`src/rtl/core/char_matrix_swap_flip_rotate_unit_assert.svh`:
```
// Assertion macros shared by the matrix unit RTL.
// Included by files that carry concurrent checks; depends on nothing.
`ifndef CHAR_MATRIX_SWAP_FLIP_ROTATE_UNIT_ASSERT_SVH
`define CHAR_MATRIX_SWAP_FLIP_ROTATE_UNIT_ASSERT_SVH
`ifndef SYNTHESIS
`define CMSFR_ASSERT_IMP(lbl, ck, rs, ante, cons) \
  lbl: assert property (@(posedge ck) disable iff (rs) (ante) |-> (cons)) \
    else $error("implication check failed");
`define CMSFR_ASSERT_NXT(lbl, ck, rs, ante, cons) \
  lbl: assert property (@(posedge ck) disable iff (rs) (ante) |=> (cons)) \
    else $error("next-cycle check failed");
`else
`define CMSFR_ASSERT_IMP(lbl, ck, rs, ante, cons)
`define CMSFR_ASSERT_NXT(lbl, ck, rs, ante, cons)
`endif
`endif

```
`src/rtl/core/cmsfr_pkg.sv`:
```
// Shared types and constants of the matrix unit.
// No dependencies.
package cmsfr_pkg;

  localparam int IDX_W  = 7;
  localparam int DATA_W = 8;
  localparam int FLD_W  = 6;

  typedef logic [IDX_W-1:0]  idx_t;
  typedef logic [DATA_W-1:0] byte_t;

  typedef enum logic [2:0] {
    OP_WRITE, OP_READ, OP_SWAP_CELL, OP_SWAP_ROW,
    OP_SWAP_COL, OP_REV_ROW, OP_REV_COL, OP_ROTATE
  } op_t;

  typedef enum logic {REG_NUM_ROWS, REG_NUM_COLS} reg_idx_t;

  typedef enum logic [2:0] {
    S_IDLE, S_WRITE, S_READ, S_RWAIT, S_CHK, S_RD, S_WR, S_FIN
  } state_t;

  typedef struct packed {
    op_t   op;
    idx_t  ra;
    idx_t  ca;
    idx_t  rb;
    idx_t  cb;
    byte_t value;
    idx_t  nr;
    idx_t  nc;
  } job_t;

  localparam idx_t NUM_ROWS_RST = 7'd8;
  localparam idx_t NUM_COLS_RST = 7'd8;

endpackage

```
`src/rtl/core/cmsfr_agen.sv`:
```
// Cell address generator: maps operation, loop indices and group slot
// to a store address. Depends on cmsfr_pkg.
module cmsfr_agen #(
  parameter int MAX_COLS = 64,
  parameter int AW       = 12
) (
  input  cmsfr_pkg::job_t   job,
  input  cmsfr_pkg::idx_t   i,
  input  cmsfr_pkg::idx_t   j,
  input  logic [1:0]        slot,
  output logic [AW-1:0]     addr
);
  import cmsfr_pkg::*;

  idx_t        row, col;
  logic [31:0] lin;

  // rotation group: (i,j) -> (j,n-1-i) -> (n-1-i,n-1-j) -> (n-1-j,i)
  always_comb begin
    row = job.ra;
    col = job.ca;
    case (job.op)
      OP_WRITE, OP_READ: begin
        row = job.ra;
        col = job.ca;
      end
      OP_SWAP_CELL: begin
        row = slot[0] ? job.rb : job.ra;
        col = slot[0] ? job.cb : job.ca;
      end
      OP_SWAP_ROW: begin
        row = slot[0] ? job.rb : job.ra;
        col = j;
      end
      OP_SWAP_COL: begin
        row = j;
        col = slot[0] ? job.cb : job.ca;
      end
      OP_REV_ROW: begin
        row = job.ra;
        col = slot[0] ? (job.nc - 7'd1 - j) : j;
      end
      OP_REV_COL: begin
        row = slot[0] ? (job.nr - 7'd1 - j) : j;
        col = job.ca;
      end
      OP_ROTATE: begin
        case (slot)
          2'd0: begin
            row = i;
            col = j;
          end
          2'd1: begin
            row = j;
            col = job.nr - 7'd1 - i;
          end
          2'd2: begin
            row = job.nr - 7'd1 - i;
            col = job.nr - 7'd1 - j;
          end
          default: begin
            row = job.nr - 7'd1 - j;
            col = i;
          end
        endcase
      end
      default: begin
        row = job.ra;
        col = job.ca;
      end
    endcase
  end

  assign lin  = 32'(row) * 32'(MAX_COLS) + 32'(col);
  assign addr = lin[AW-1:0];
endmodule

```
`config.mk`:
```
export PLATFORM = sky130hd
export DESIGN_NAME = cmsfr_agen
export DESIGN_NICKNAME = d
export VERILOG_FILES = /design/src/rtl/core/char_matrix_swap_flip_rotate_unit_assert.svh /design/src/rtl/core/cmsfr_pkg.sv /design/src/rtl/core/cmsfr_agen.sv
export SDC_FILE = /design/constraint.sdc
export NUM_CORES = 1
export LEC_CHECK = 0
export CAP_MARGIN = 20
export CORE_MARGIN = 3
export CORE_UTILIZATION = 70
export DETAILED_ROUTE_END_ITERATION = 8
export DONT_BUFFER_PORTS = 1
export PLACE_DENSITY = 0.86
export SYNTH_ARGS = -nofsm -noshare
export SYNTH_HDL_FRONTEND = slang
export SYNTH_SLANG_ARGS = --single-unit
export TNS_END_PERCENT = 1
```
`constraint.sdc`:
```
create_clock -name vclk -period 4.8
set_input_delay 0.24 -clock vclk [all_inputs]
set_output_delay 0.24 -clock vclk [all_outputs]
set_load 0.05 [all_outputs]
```
==> reports/qor.txt <==
SETUP PATH
------------------------------------------------------------------------------------
Crit Path Max Fanout                                                               5
Class of the most critical setup path                                   primary input to output port
Endpoint arrival time on the critical path                                   3300 ps
Worst path top cell family by delay                                     simple AND/OR/NAND/NOR gates
Maximum single-stage delay on the critical path                               400 ps
Required time worst endpoint                                                 4560 ps
CP Capture Type                                                          output port
Crit-path cells                                                         inv_1 > ha_1 > or3b_1 > xnor2_1 > ha_1 > o21ai_0 > a21oi_1 > o22ai_1 > xor2_1 > o22ai_1 > nand2_1 > a21oi_1 > ha_1 > and3_4 > nand3_1 > xnor2_1 > buf_4
Most repeated library cell on the critical path                         sky130_fd_sc_hd__ha_1
Startpoint Class                                                        primary input
Cell with the biggest individual delay on the critical path             sky130_fd_sc_hd__or3b_1
Number of buffer and inverter instances along the worst setup path                 2

ROUTE
------------------------------------------------------------------------------------
Number of vias per cell after detailed routing                                  7.08
Sum of met3 wire segment lengths after detailed routing                       567 um
Detail Route met2 WL                                                         3.16 mm
Remaining design rule violation count                                              0
Via count                                                                       2345
First-iteration detailed-routing DRC count                                       243
WL per Instance                                                              19.3 um
Wl on met1                                                                   2.49 mm
DR pass1 iterations                                                                5
Topmost layer with routed signal wires                                          met4
Count of nets left with antenna violations after detail routing                    0
Final wirelength                                                             6.38 mm

STA
------------------------------------------------------------------------------------
Unrepaired setup endpoints after global routing                                false
Final Slew Violations                                                              0
Final hold vios                                                                    0
Final setup violation count                                                        0
Highest attainable clock frequency                                         0.283 GHz
Min cycle time layout                                                        3540 ps
Summed negative setup slack over all endpoints                                  0 ps
Min Hold Slack                                                                725 ps
Final worst setup slack                                                      1260 ps
Measured slew at the worst slew-check pin                                    1190 ps
Relative slew slack                                                            20.1%
Part of the cycle the worst path needs                                         73.7%

WORST HOLD PATH
------------------------------------------------------------------------------------
Startpoint of the lowest-slack hold path                                     job[50]
Worst min-delay path category                                           primary input to output port
End point of the worst hold path                                             addr[4]
Instance count along the most critical hold path                                   2

RUN STATUS
------------------------------------------------------------------------------------
Status                                                                  finished, final reports clean

RUN
------------------------------------------------------------------------------------
Maxcap violations                                                                  0

PLACE
------------------------------------------------------------------------------------
Worst slack, placed                                                          1280 ps
Placed Instances                                                                 331
Weighted congestion at the end of routability-driven global placement          0.941
Count of input and output buffers                                                  0
DPL Wire Length                                                              5.10 mm

FLOORPLANNING
------------------------------------------------------------------------------------
Number of rows created at floorplan                                               19
Core area                                                               0.00288 sq mm
Initial core utilization                                                       77.1%
Die H                                                                        62.3 um
Area enclosed by the die boundary                                       0.00388 sq mm
Die outline width                                                            62.3 um
Top Ports                                                                         81

LOGIC SYNTHESIS
------------------------------------------------------------------------------------
YS warnings                                                                        0
Top cell type's share of synthesized area                                      11.8%
Sequential-to-total area share from yosys stat                                    0%
Commonest cells post-synth                                              24 x sky130_fd_sc_hd__a21oi_1, 23 x sky130_fd_sc_hd__inv_1, 21 x sky130_fd_sc_hd__ha_1, 21 x sky130_fd_sc_hd__nand2_1, 19 x sky130_fd_sc_hd__o21ai_0
Top cells by area, synth                                                sky130_fd_sc_hd__ha_1 12%, sky130_fd_sc_hd__mux4_2 6.1%, sky130_fd_sc_hd__a21oi_1 5.4%
Net count of the mapped netlist                                                  395
Mean cell area of the mapped netlist                                      7.35 sq um
Cell Area, Synth                                                        0.00222 sq mm
Post-synthesis instance total                                                    302
Most used standard cell by instance count after synthesis               sky130_fd_sc_hd__a21oi_1
Library cell occupying the most area in the post-synthesis netlist      sky130_fd_sc_hd__ha_1
Synth cell types                                                                  64

GRT
------------------------------------------------------------------------------------
Antenna violations before repair                                                   0
Sum of overflow across all layers after global routing                             0
First-pass GRT wire length                                                   10.6 mm
Vias in the first global route                                                  2193
Pin count of the biggest net entering global routing                              61
GRT Total Usage                                                                32.3%

FINISH
------------------------------------------------------------------------------------
Layout Area Growth over Synthesis                                             -1.69%
Fraction of final layout cells sized beyond drive strength 1                   8.30%
Total number of sequential cells                                                   0
Register cell area after layout                                              0 sq um
Filler cell count in the final layout                                            248
Finished Layout Cells                                                            331
Count of antenna diodes in the layout                                              0
Post-layout net count                                                            384
CLK BUF                                                                            0

CTS
------------------------------------------------------------------------------------
Total of cells resized after clock tree synthesis                                  0
Setup Buffers After CTS                                                            0
Post-CTS Hold Buffers                                                              0

POWER AND IR DROP
------------------------------------------------------------------------------------
Largest vdd supply drop                                                       117 uV
Static Leakage                                                           0.000924 uW
Power Density                                                            158 mW/mm^2

## cells in the final DEF (no fill, tap or decap), types with 3 or more instances in the layout
master	count
sky130_fd_sc_hd__o21ai_1	5
sky130_fd_sc_hd__mux4_2	6
sky130_fd_sc_hd__nand2_1	21
sky130_fd_sc_hd__nand3_1	6
sky130_fd_sc_hd__nor2b_1	5
sky130_fd_sc_hd__buf_4	7
sky130_fd_sc_hd__a211oi_1	3
sky130_fd_sc_hd__a21o_1	4
sky130_fd_sc_hd__or2_2	3
sky130_fd_sc_hd__nor3_1	6
sky130_fd_sc_hd__a21oi_1	24
sky130_fd_sc_hd__ha_1	21
sky130_fd_sc_hd__fa_1	3
sky130_fd_sc_hd__o21ai_0	18
sky130_fd_sc_hd__inv_1	23
sky130_fd_sc_hd__a221oi_1	5
sky130_fd_sc_hd__xor2_1	12
sky130_fd_sc_hd__nand2b_1	8
sky130_fd_sc_hd__nor2_1	18
sky130_fd_sc_hd__o21a_1	3
sky130_fd_sc_hd__o211ai_1	5
sky130_fd_sc_hd__a31oi_1	12
sky130_fd_sc_hd__o221ai_1	7
sky130_fd_sc_hd__mux2i_1	12
sky130_fd_sc_hd__xnor2_1	7
sky130_fd_sc_hd__o22ai_1	5
## area by class of cell
type | count | area, sq um | area share (%)
inverters | 23 | 86.3 | 3.96
multi-input cells | 259 | 1990 | 91.2
well taps | 42 | 52.6 | 2.41
repair buffers | 7 | 52.6 | 2.41
## worst max path at each step
stage                start       end  slack [ps]  cells past startpoint
floorplan           job[7]  addr[11]        1220                     16
global placement    job[7]  addr[11]        1310                     17
detailed placement  job[7]  addr[11]        1280                     17
CTS                 job[7]  addr[11]        1270                     17
global route        job[8]  addr[10]        1020                     17
finish              job[7]  addr[11]        1260                     17
## cells by family (layout without fill, tap and decap cells)
family | after synthesis | after routing | synth area share (%)
buf+inv | 43 | 30 | 10.3
simple gates | 86 | 86 | 20.6
compound gates | 108 | 108 | 32.4
fa+ha+maj | 24 | 24 | 14.6
mux | 20 | 20 | 12.5
xor+xnor | 21 | 21 | 9.53
## power breakdown
| part | switching [uW] | internal [uW] | total (uW) |
|---|---|---|---|
| logic | 209 | 136 | 345 |
| registers | 0 | 0 | 0 |
| clock network | 0 | 0 | 0 |
## metal layers
metal  vias up  GRT usage, %
li1       1117             -
met1      1075          41.5
met2       132          57.8
met3        21          4.32
met4         0          6.06
met5         -             0
## stage by stage
step	total power (uW)	area (sq um)	utilization [%]
2_1_floorplan	297	2220	-
3_3_place_gp	329	2170	75.3
3_5_place_dp	339	2180	75.8
4_1_cts	340	2180	75.8
5_1_grt	371	2180	75.8
6_report	345	2180	75.8
(Power assumes the default switching activity.)
